<file path="config.mk">
export PLATFORM = sky130hd
export DESIGN_NAME = masked_byte_pattern_scan_flat
export DESIGN_NICKNAME = d
export VERILOG_FILES = /design/src/rtl/mbps_pkg.sv /design/src/rtl/mbps_in_if.sv /design/src/rtl/mbps_out_if.sv /design/src/rtl/mbps_cell.sv /design/src/rtl/masked_byte_pattern_scan.sv /design/src/flat_wrapper.sv
export SDC_FILE = /design/constraint.sdc
export NUM_CORES = 2
export LEC_CHECK = 0
export BUFFER_PORTS_ARGS = -buffer_cell sky130_fd_sc_hd__buf_2
export CORE_MARGIN = 4
export CORE_UTILIZATION = 45
export CTS_CLUSTER_DIAMETER = 40
export DETAILED_ROUTE_END_ITERATION = 10
export PLACE_DENSITY_LB_ADDON = 0.3
export RECOVER_POWER = 100
export SLEW_MARGIN = 20
export SYNTH_ARGS = -nofsm -noshare
export SYNTH_HDL_FRONTEND = slang
export SYNTH_SLANG_ARGS = --single-unit
</file>
<file path="constraint.sdc">
create_clock -name clk -period 10.55 [get_ports clk]
set_input_delay 2.11 -clock clk [delete_from_list [all_inputs] [get_ports clk]]
set_output_delay 2.11 -clock clk [all_outputs]
set_load 0.02 [all_outputs]
</file>
<file path="src/rtl/mbps_pkg.sv">
// ----------------------------------------------------------------------------
// mbps_pkg: shared types and constants of the masked byte pattern scanner
// Field widths, register codes, item modes and cell control structs.
// ----------------------------------------------------------------------------
`default_nettype none

package mbps_pkg;

  // pattern store depth and derived widths
  localparam int PAT_MAX = 64;
  localparam int PIDX_W  = $clog2(PAT_MAX);
  localparam int LEN_W   = $clog2(PAT_MAX + 1);

  // fixed field widths
  localparam int MODE_W     = 2;
  localparam int PINDEX_W   = 6;
  localparam int BYTE_W     = 8;
  localparam int OFF_W      = 32;
  localparam int MATCH_W    = 16;
  localparam int LEN_REG_W  = 7;
  localparam int CFG_IDX_W  = 2;
  localparam int CFG_DATA_W = 16;

  // configuration register indexes
  localparam logic [CFG_IDX_W-1:0] CFG_PATTERN_LENGTH    = 2'd0;
  localparam logic [CFG_IDX_W-1:0] CFG_OCCURRENCE_WANTED = 2'd1;

  typedef enum logic [MODE_W-1:0] {
    MODE_LOAD  = 2'd0,
    MODE_SCAN  = 2'd1,
    MODE_START = 2'd2
  } mode_t;

  // controls common to every cell
  typedef struct packed {
    logic              shift;
    logic              clear;
    logic              rot;
    logic [BYTE_W-1:0] load_byte;
    logic              load_care;
  } cell_ctl_t;

  // controls decoded per cell
  typedef struct packed {
    logic load;
    logic in_use;
    logic head;
  } cell_sel_t;

endpackage

`default_nettype wire

</file>
<file path="src/rtl/mbps_in_if.sv">
// ----------------------------------------------------------------------------
// mbps_in_if: input request channel
// Valid/ready handshake with one load, scan or start request.
// ----------------------------------------------------------------------------
`default_nettype none

interface mbps_in_if;
  import mbps_pkg::*;

  logic                valid;
  logic                ready;
  logic [MODE_W-1:0]   mode;
  logic [PINDEX_W-1:0] pattern_index;
  logic [BYTE_W-1:0]   byte_value;
  logic                care_bit;
  logic                last_in_region;

  modport source (
    output valid, mode, pattern_index, byte_value, care_bit, last_in_region,
    input  ready
  );

  modport sink (
    input  valid, mode, pattern_index, byte_value, care_bit, last_in_region,
    output ready
  );
endinterface

`default_nettype wire

</file>
<file path="src/rtl/mbps_out_if.sv">
// ----------------------------------------------------------------------------
// mbps_out_if: result request channel
// Valid/ready handshake carrying found and the match offset.
// ----------------------------------------------------------------------------
`default_nettype none

interface mbps_out_if;
  import mbps_pkg::*;

  logic             valid;
  logic             ready;
  logic             found;
  logic [OFF_W-1:0] match_offset;

  modport source (
    output valid, found, match_offset,
    input  ready
  );

  modport sink (
    input  valid, found, match_offset,
    output ready
  );
endinterface

`default_nettype wire

</file>
<file path="src/rtl/mbps_cell.sv">
// ----------------------------------------------------------------------------
// mbps_cell: one position of the scan row
// Holds one window byte and one pattern byte with its care bit, compares them.
// ----------------------------------------------------------------------------
`default_nettype none

module mbps_cell (
  input  wire                       clk,
  input  wire mbps_pkg::cell_ctl_t  ctl,
  input  wire mbps_pkg::cell_sel_t  sel,
  input  wire [mbps_pkg::BYTE_W-1:0] win_in,
  input  wire [mbps_pkg::BYTE_W-1:0] pat_in,
  input  wire                       care_in,
  output logic [mbps_pkg::BYTE_W-1:0] win_out,
  output logic [mbps_pkg::BYTE_W-1:0] pat_out,
  output logic                      care_out,
  output logic                      hit
);
  import mbps_pkg::*;

  logic [BYTE_W-1:0] win_r;
  logic [BYTE_W-1:0] pat_r;
  logic              care_r;

  // window byte moves one cell per scan
  always_ff @(posedge clk) begin
    if (ctl.clear) begin
      win_r <= '0;
    end else if (ctl.shift) begin
      win_r <= win_in;
    end
  end

  // pattern byte: direct load, or one step of ring rotation
  always_ff @(posedge clk) begin
    if (sel.load) begin
      pat_r  <= ctl.load_byte;
      care_r <= ctl.load_care;
    end else if (ctl.rot) begin
      pat_r  <= pat_in;
      care_r <= care_in;
    end
  end

  assign win_out  = win_r;
  assign pat_out  = pat_r;
  assign care_out = care_r;

  // first pattern byte (head) is always compared
  assign hit = !sel.in_use || !(sel.head || care_r) || (win_r == pat_r);

endmodule

`default_nettype wire

</file>
<file path="src/rtl/masked_byte_pattern_scan.sv">
// ----------------------------------------------------------------------------
// masked_byte_pattern_scan: masked byte pattern scanner
// Streams region bytes through a row of compare cells and reports the
// offset of the wanted match, or not found at the region end.
// ----------------------------------------------------------------------------
//
//  channel   dir  handshake           payload
//  in_req    in   valid/ready         mode, pattern_index, byte_value,
//                                     care_bit, last_in_region
//  out_req   out  valid/ready         found, match_offset
//  cfg_*     in   cfg_we (no stall)   cfg_index, cfg_wdata
//
//  One request per cycle sustained when nothing stalls (see below). A scan
//  request gives its result through the compare stage, then the output register.
//  After a pattern_length write the pattern ring rotates one cell per cycle
//  until aligned, with in_req.ready low while it rotates.
//  Reset (rst_n, synchronous) clears control state; pattern bytes are
//  undefined until loaded. A stalled result holds the compare stage, which
//  holds in_req.ready low; a new request is taken while a result waits if
//  the pending request needs no output slot.
// ----------------------------------------------------------------------------
`default_nettype none

module masked_byte_pattern_scan (
  input  wire                           clk,
  input  wire                           rst_n,
  mbps_in_if.sink                       in_req,
  mbps_out_if.source                    out_req,
  input  wire                           cfg_we,
  input  wire [mbps_pkg::CFG_IDX_W-1:0]  cfg_index,
  input  wire [mbps_pkg::CFG_DATA_W-1:0] cfg_wdata
);
  import mbps_pkg::*;

  // configuration registers
  logic [LEN_REG_W-1:0] len_r;
  logic [MATCH_W-1:0]   occ_r;

  // pattern ring alignment: cell c holds pattern byte (align_r - c) mod PAT_MAX
  logic [PIDX_W-1:0] align_r, align_nxt;
  logic [PIDX_W-1:0] target;
  logic              aligned;
  logic [LEN_W-1:0]  eff_len;

  // front stage: window shift, byte count
  logic              accept;
  logic              len_write;
  mode_t             in_mode;
  logic              is_load, is_scan, is_start;
  logic [OFF_W-1:0]  bytes_r, bytes_nxt;

  // compare stage: request held for the match decision
  logic s1_valid_r, s1_valid_nxt;
  logic s1_scan_r, s1_start_r, s1_last_r;
  logic s1_fire;

  // match bookkeeping
  logic [MATCH_W-1:0] matches_r, matches_nxt;
  logic               done_r, done_nxt;
  logic               all_hit, matched, want, res_need;

  // output register
  logic             out_valid_r, out_valid_nxt;
  logic             out_found_r;
  logic [OFF_W-1:0] out_offset_r;
  logic             out_free;

  // load address into the ring
  int                ld_diff;
  logic [PIDX_W-1:0] ld_addr;
  logic              ld_we;

  // cell row
  cell_ctl_t         ctl;
  logic [BYTE_W-1:0] win_q  [PAT_MAX];
  logic [BYTE_W-1:0] pat_q  [PAT_MAX];
  logic              care_q [PAT_MAX];
  logic [PAT_MAX-1:0] hits;

  // ---------------------------------------------------------------- config
  always_ff @(posedge clk) begin
    if (!rst_n) begin
      len_r <= LEN_REG_W'(1);
      occ_r <= '0;
    end else if (cfg_we) begin
      unique case (cfg_index)
        CFG_PATTERN_LENGTH:    len_r <= cfg_wdata[LEN_REG_W-1:0];
        CFG_OCCURRENCE_WANTED: occ_r <= cfg_wdata[MATCH_W-1:0];
        default: ;
      endcase
    end
  end

  // zero acts as one, too large clamps to the store depth
  always_comb begin
    if (len_r == '0) begin
      eff_len = LEN_W'(1);
    end else if (int'(len_r) > PAT_MAX) begin
      eff_len = LEN_W'(PAT_MAX);
    end else begin
      eff_len = LEN_W'(len_r);
    end
  end

  assign target  = PIDX_W'(eff_len - LEN_W'(1));
  assign aligned = (align_r == target);

  // rotate upward one cell per cycle until the ring matches the length
  always_comb begin
    if (aligned) begin
      align_nxt = align_r;
    end else if (align_r == PIDX_W'(PAT_MAX - 1)) begin
      align_nxt = '0;
    end else begin
      align_nxt = align_r + PIDX_W'(1);
    end
  end

  always_ff @(posedge clk) begin
    if (!rst_n) begin
      align_r <= '0;
    end else begin
      align_r <= align_nxt;
    end
  end

  // ---------------------------------------------------------------- handshake
  assign in_mode   = mode_t'(in_req.mode);
  assign len_write = cfg_we && (cfg_index == CFG_PATTERN_LENGTH);
  assign out_free  = !out_valid_r || out_req.ready;
  assign s1_fire   = s1_valid_r && (!res_need || out_free);
  assign in_req.ready = aligned && !len_write && (!s1_valid_r || s1_fire);
  assign accept    = in_req.valid && in_req.ready;

  always_comb begin
    is_load  = 1'b0;
    is_scan  = 1'b0;
    is_start = 1'b0;
    unique case (in_mode)
      MODE_LOAD:  is_load  = 1'b1;
      MODE_SCAN:  is_scan  = 1'b1;
      MODE_START: is_start = 1'b1;
      default: ;
    endcase
  end

  // ---------------------------------------------------------------- front stage
  always_comb begin
    ld_diff = int'(align_r) - int'(in_req.pattern_index);
    if (ld_diff < 0) begin
      ld_diff = ld_diff + PAT_MAX;
    end
  end

  assign ld_addr = PIDX_W'(ld_diff);
  assign ld_we   = accept && is_load && (int'(in_req.pattern_index) < PAT_MAX);

  always_comb begin
    bytes_nxt = bytes_r;
    if (accept && is_start) begin
      bytes_nxt = '0;
    end else if (accept && is_scan && (bytes_r != '1)) begin
      bytes_nxt = bytes_r + OFF_W'(1);
    end
  end

  // scans after the region is done still shift; nothing reads the
  // window again before the next start clears it
  assign ctl.shift     = accept && is_scan;
  assign ctl.clear     = accept && is_start;
  assign ctl.rot       = !aligned;
  assign ctl.load_byte = in_req.byte_value;
  assign ctl.load_care = in_req.care_bit;

  always_comb begin
    s1_valid_nxt = s1_valid_r;
    if (accept) begin
      s1_valid_nxt = is_scan || is_start;
    end else if (s1_fire) begin
      s1_valid_nxt = 1'b0;
    end
  end

  always_ff @(posedge clk) begin
    if (!rst_n) begin
      bytes_r    <= '0;
      s1_valid_r <= 1'b0;
    end else begin
      bytes_r    <= bytes_nxt;
      s1_valid_r <= s1_valid_nxt;
    end
  end

  always_ff @(posedge clk) begin
    if (accept) begin
      s1_scan_r  <= is_scan;
      s1_start_r <= is_start;
      s1_last_r  <= in_req.last_in_region;
    end
  end

  // ---------------------------------------------------------------- cell row
  for (genvar c = 0; c < PAT_MAX; c++) begin : g_cell
    cell_sel_t         sel;
    logic [BYTE_W-1:0] win_in;
    logic [BYTE_W-1:0] pat_in;
    logic              care_in;

    assign sel.load   = ld_we && (ld_addr == PIDX_W'(c));
    assign sel.in_use = (LEN_W'(c) < eff_len);
    assign sel.head   = (LEN_W'(c) == (eff_len - LEN_W'(1)));

    if (c == 0) begin : g_first
      assign win_in  = in_req.byte_value;
      assign pat_in  = pat_q[PAT_MAX-1];
      assign care_in = care_q[PAT_MAX-1];
    end else begin : g_rest
      assign win_in  = win_q[c-1];
      assign pat_in  = pat_q[c-1];
      assign care_in = care_q[c-1];
    end

    mbps_cell u_cell (
      .clk      (clk),
      .ctl      (ctl),
      .sel      (sel),
      .win_in   (win_in),
      .pat_in   (pat_in),
      .care_in  (care_in),
      .win_out  (win_q[c]),
      .pat_out  (pat_q[c]),
      .care_out (care_q[c]),
      .hit      (hits[c])
    );
  end

  // ---------------------------------------------------------------- compare stage
  assign all_hit  = &hits;
  assign matched  = s1_scan_r && !done_r && all_hit &&
                    (bytes_r >= OFF_W'(eff_len));
  assign want     = matched && (matches_r == occ_r);
  assign res_need = s1_scan_r && !done_r && (want || s1_last_r);

  always_comb begin
    matches_nxt = matches_r;
    done_nxt    = done_r;
    if (s1_fire) begin
      if (s1_start_r) begin
        matches_nxt = '0;
        done_nxt    = 1'b0;
      end else if (s1_scan_r && !done_r) begin
        if (want) begin
          done_nxt = 1'b1;
        end else begin
          if (matched && (matches_r != '1)) begin
            matches_nxt = matches_r + MATCH_W'(1);
          end
          if (s1_last_r) begin
            done_nxt = 1'b1;
          end
        end
      end
    end
  end

  always_ff @(posedge clk) begin
    if (!rst_n) begin
      matches_r <= '0;
      done_r    <= 1'b0;
    end else begin
      matches_r <= matches_nxt;
      done_r    <= done_nxt;
    end
  end

  // ---------------------------------------------------------------- output register
  always_comb begin
    out_valid_nxt = out_valid_r;
    if (s1_fire && res_need) begin
      out_valid_nxt = 1'b1;
    end else if (out_req.ready) begin
      out_valid_nxt = 1'b0;
    end
  end

  always_ff @(posedge clk) begin
    if (!rst_n) begin
      out_valid_r <= 1'b0;
    end else begin
      out_valid_r <= out_valid_nxt;
    end
  end

  always_ff @(posedge clk) begin
    if (s1_fire && res_need) begin
      out_found_r  <= want;
      out_offset_r <= want ? (bytes_r - OFF_W'(eff_len)) : '0;
    end
  end

  assign out_req.valid        = out_valid_r;
  assign out_req.found        = out_found_r;
  assign out_req.match_offset = out_offset_r;

  // ---------------------------------------------------------------- checks
`ifndef SYNTHESIS
  a_no_req_while_rotating: assert property (
    @(posedge clk) disable iff (!rst_n) !aligned |-> !in_req.ready
  ) else $error("request taken while pattern ring is rotating");

  a_result_closes_region: assert property (
    @(posedge clk) disable iff (!rst_n) (s1_fire && res_need) |=> done_r
  ) else $error("result given but region not marked done");

  a_done_sticks: assert property (
    @(posedge clk) disable iff (!rst_n)
      (done_r && !(s1_fire && s1_start_r)) |=> done_r
  ) else $error("region done cleared without a start");

  a_not_found_zero_offset: assert property (
    @(posedge clk) disable iff (!rst_n)
      (out_valid_r && !out_found_r) |-> (out_offset_r == '0)
  ) else $error("not found result with nonzero offset");
`endif

endmodule

`default_nettype wire

</file>
<file path="src/flat_wrapper.sv">
// flat-port wrapper written by rule: the top's interface ports become plain ports
module masked_byte_pattern_scan_flat import mbps_pkg::*;
  (clk, rst_n, cfg_we, cfg_index, cfg_wdata, in_req_valid, in_req_mode, in_req_pattern_index, in_req_byte_value, in_req_care_bit, in_req_last_in_region, in_req_ready, out_req_valid, out_req_found, out_req_match_offset, out_req_ready);
  mbps_in_if in_req_i ();
  mbps_out_if out_req_i ();
  input  wire clk;
  input  wire rst_n;
  input  wire cfg_we;
  input  wire [mbps_pkg::CFG_IDX_W-1:0] cfg_index;
  input  wire [mbps_pkg::CFG_DATA_W-1:0] cfg_wdata;
  input wire logic [$bits(in_req_i.valid)-1:0] in_req_valid;
  input wire logic [$bits(in_req_i.mode)-1:0] in_req_mode;
  input wire logic [$bits(in_req_i.pattern_index)-1:0] in_req_pattern_index;
  input wire logic [$bits(in_req_i.byte_value)-1:0] in_req_byte_value;
  input wire logic [$bits(in_req_i.care_bit)-1:0] in_req_care_bit;
  input wire logic [$bits(in_req_i.last_in_region)-1:0] in_req_last_in_region;
  output wire logic [$bits(in_req_i.ready)-1:0] in_req_ready;
  output wire logic [$bits(out_req_i.valid)-1:0] out_req_valid;
  output wire logic [$bits(out_req_i.found)-1:0] out_req_found;
  output wire logic [$bits(out_req_i.match_offset)-1:0] out_req_match_offset;
  input wire logic [$bits(out_req_i.ready)-1:0] out_req_ready;
  assign in_req_i.valid = in_req_valid;
  assign in_req_i.mode = in_req_mode;
  assign in_req_i.pattern_index = in_req_pattern_index;
  assign in_req_i.byte_value = in_req_byte_value;
  assign in_req_i.care_bit = in_req_care_bit;
  assign in_req_i.last_in_region = in_req_last_in_region;
  assign in_req_ready = in_req_i.ready;
  assign out_req_valid = out_req_i.valid;
  assign out_req_found = out_req_i.found;
  assign out_req_match_offset = out_req_i.match_offset;
  assign out_req_i.ready = out_req_ready;
  masked_byte_pattern_scan u_core (.clk(clk), .rst_n(rst_n), .in_req(in_req_i), .out_req(out_req_i), .cfg_we(cfg_we), .cfg_index(cfg_index), .cfg_wdata(cfg_wdata));
endmodule
</file>
==> flow_summary.ini <==
[timing]
final_max_slew_viol_count = 521
worstMarginPinSlew_ps = 3490
setup_viol = 0
final_hold_viol_count = 0
fin_worst_skew_ps = 34.7
period_share = 0.898
timing.fmax_mhz = 106
slew_headroom = -1.32
rsz0062_at_grt = no
fin_crit_ps = 9470
fin_tns_setup_ps = 0

[worst_setup_path]
crit_path_cell_trace = inv_1 -> clkbuf_1 -> o21a_1 -> inv_1 -> ha_1 -> buf_4 -> or3b_1 -> mux2i_1 -> nor3_1 -> a32o_1 -> o311a_1 -> nor4_1 -> nand4_1 -> nor4_4 -> buf_4 -> or2_0 -> nor2_1 -> buf_2
cp.arrival_ps = 7360
max_stage_delay_ps = 900
worstPathRequired_ps = 8440
end_kind = output pin
crit_path_max_fanout = 37
critPathLaunchType = flop
worst_path_max_delay_cell = dfxtp_2
setup.worst_path.class = flop to output pin

[final_layout]
final_area_um2 = 65500
layout-drive-gt1-share = 0.142
nets = 4900
stdcell_count = 6718
utilization = 0.505
area_growth_syn_to_layout_pct = 11.5

[cts]
clock_sinks = 1204
cts_made_buffers = 159
ctsHoldBuffers = 0
postCtsSetupBuffers = 0
cts.clk_slew.worst_paths_ps = 60
clockRootBuffer = clkbuf_16
cts_resized = 0
htreeDepth = 4
cts_max_path_buffers = 3
clock_latency_ps = 790
cts_tree = built

[logic_synthesis]
yosysUniqueCellTypes = 95
synthTopCellsByArea = edfxtp_1 31%, dfxtp_1 20%, mux2i_1 8.9%
syn-mean-instance-area_um2 = 12.2
ys_seq_area_frac = 0.515
async_flop_share = 0
synthFlopType = edfxtp_1
synth.top_cell.area_share = 0.313
synth_top_area_cell = edfxtp_1
synth-edff-count = 612
synth_seq_cells = 1204
synth_area_um2 = 58700
syn-num-nets = 4861
yosysWarnings = 0
synthCells = 4796

[drt]
antenna_left = 0
drc_errors = 0
wl_um = 170000
via_count = 37800
firstDrtPassIters = 6
vias_per_cell = 5.63
dr.first_iter.drc_count = 3042
wl_per_cell_um = 25.3

[die]
dieHeight_um = 369
initial_core_util = 0.453
coreArea_um2 = 130000
die_w_um = 369
fp.dieArea_um2 = 136000
std_cell_rows = 132
ios = 76

[flow_run]
maxCapViolations = 38

[placed_design]
port_buffers = 75
place_area_um2 = 60800
dp.cells = 6416
place.gp.congestion = 0.943
dpl.hpwl_um = 119000

[power_and_ir_drop]
leakagePower_nw = 24.3
p_total_mw = 17.3
ir_drop_mv = 0.161
power.density_nw_per_um2 = 264

[global_route]
grt_pass1_vias = 37800
grt-ovfl-total = 0
grt_pass1_wl_um = 253000
grt_max_degree = 188
antenna_found_initial = 9
grt_usage = 0.245

[run_status]
outcome = finished with violations
violations = capacitance limit, slew limit

[worst_hold_path]
hold_class = flop to flop
[kinds of logic after synthesis]
| kind of cell | synth area share |
|---|---|
| DFF | 0.515 |
| xor gates and xnor gates | 0.0892 |
| adders and majority gates | 0.00554 |
| buffers and inverters | 0.0227 |
| AOI/OAI and AO/OA | 0.0344 |
| and+or+nand+nor | 0.116 |
| muxes | 0.217 |
[flip-flops by register name (all words and copies together) (netlist names), 7 cells and up]
| signal | count |
|---|---|
| u_core.g_cell.u_cell.care_out | 64 |
| u_core.g_cell.u_cell.win_out | 512 |
| u_core.matches_r | 16 |
| u_core.out_req.match_offset | 32 |
| u_core.occ_r | 16 |
| u_core.g_cell.u_cell.pat_out | 512 |
| u_core.len_r | 7 |
| u_core.bytes_r | 32 |
[final cells by class]
type / instances / area (µm²)
sequential: 1204 / 30200
inverter: 40 / 150
timing repair buffer: 137 / 870
clock buffer: 202 / 4450
clock inverter: 95 / 1060
fill: 11300 / 64200
tap: 1742 / 2180
multi-input combinational: 3293 / 26500
antenna: 5 / 12.5
[layer usage]
metal	vias up	global-route usage	part of all wire
met5	-	0	0.00028
met4	6	0.0862	0.032
met3	255	0.0416	0.054
met2	1092	0.385	0.46
met1	19100	0.343	0.46
li1	17400	-	-
[cell usage in the layout, fill, tap and decap left out, types with 11 or more instances in the layout]
cell | netlist | routed
nor2_1 | 618 | 618
edfxtp_1 | 612 | 612
dfxtp_1 | 592 | 591
mux2i_1 | 524 | 523
xnor2_1 | 305 | 304
xor2_1 | 293 | 292
mux2_1 | 268 | 273
mux2_4 | 271 | 271
clkbuf_16 | 0 | 167
nand2_1 | 120 | 120
nor3_1 | 46 | 109
a21oi_1 | 88 | 88
nand4_1 | 86 | 86
nor4_1 | 84 | 81
nand2b_1 | 74 | 74
clkbuf_1 | 145 | 66
o21ai_0 | 56 | 57
buf_4 | 0 | 54
nand3_1 | 41 | 41
inv_1 | 40 | 39
mux2_2 | 38 | 33
and3_1 | 30 | 30
buf_2 | 98 | 29
clkinv_2 | 0 | 25
ha_1 | 22 | 22
clkinvlp_4 | 0 | 17
o211ai_1 | 15 | 15
clkbuf_8 | 0 | 14
bufinv_16 | 0 | 14
o22ai_1 | 13 | 13
and2_1 | 12 | 12
a221oi_1 | 12 | 12
a31oi_1 | 11 | 11
inv_6 | 0 | 11
[final timing paths]
kind | start | to | slack (ps) | cells after the start
max | u_core.len_r[6] | in_req_ready | 1080 | 18
min | u_core.occ_r[5] | u_core.occ_r[5] | 470 | 2
max reg2reg | u_core.len_r[6] | u_core.g_cell[18].u_cell.pat_out[7] | 1340 | 14
min reg2reg | u_core.occ_r[5] | u_core.occ_r[5] | 470 | 2
[critical path: cells and delay by family, from the launching register on]
kind                     cells  cell delay [ps]
AND/OR/NAND/NOR              7             2200
flip-flops                   1              900
multiplexers                 1              520
adder cells (fa/ha/maj)      1              150
AO/OA/AOI/OAI                3              950
buffers and inverters        6             1830
[report_power, final]
group / switching [mW] / total [mW] / internal, mW
combinational: 1.96 / 3.77 / 1.81
clock: 2.16 / 5.53 / 3.37
sequential: 1.13 / 8.00 / 6.88
total: 5.25 / 17.3 / 12.1
[synthesized netlist by cell type, types with 12 or more instances]
master / count
xnor2_1: 305
inv_1: 40
edfxtp_1: 612
mux2_2: 38
nor2_1: 618
a221oi_1: 12
nand2_1: 120
dfxtp_1: 592
ha_1: 22
nor3_1: 46
o21ai_0: 56
and3_1: 30
mux2i_1: 524
nand3_1: 41
mux2_4: 271
clkbuf_1: 145
nor4_1: 84
xor2_1: 293
o211ai_1: 15
nand4_1: 86
nand2b_1: 74
o22ai_1: 13
mux2_1: 268
buf_2: 98
a21oi_1: 88
nor3_4: 61
and2_1: 12
[through the flow]
stage	hold slack, ps	setup slack, ps
after floorplan	441	3230
after global placement	457	2400
after CTS	471	1600
final	470	1080
after global routing	498	709
after detailed placement	463	2450
Power figures use the tool's default switching activity.
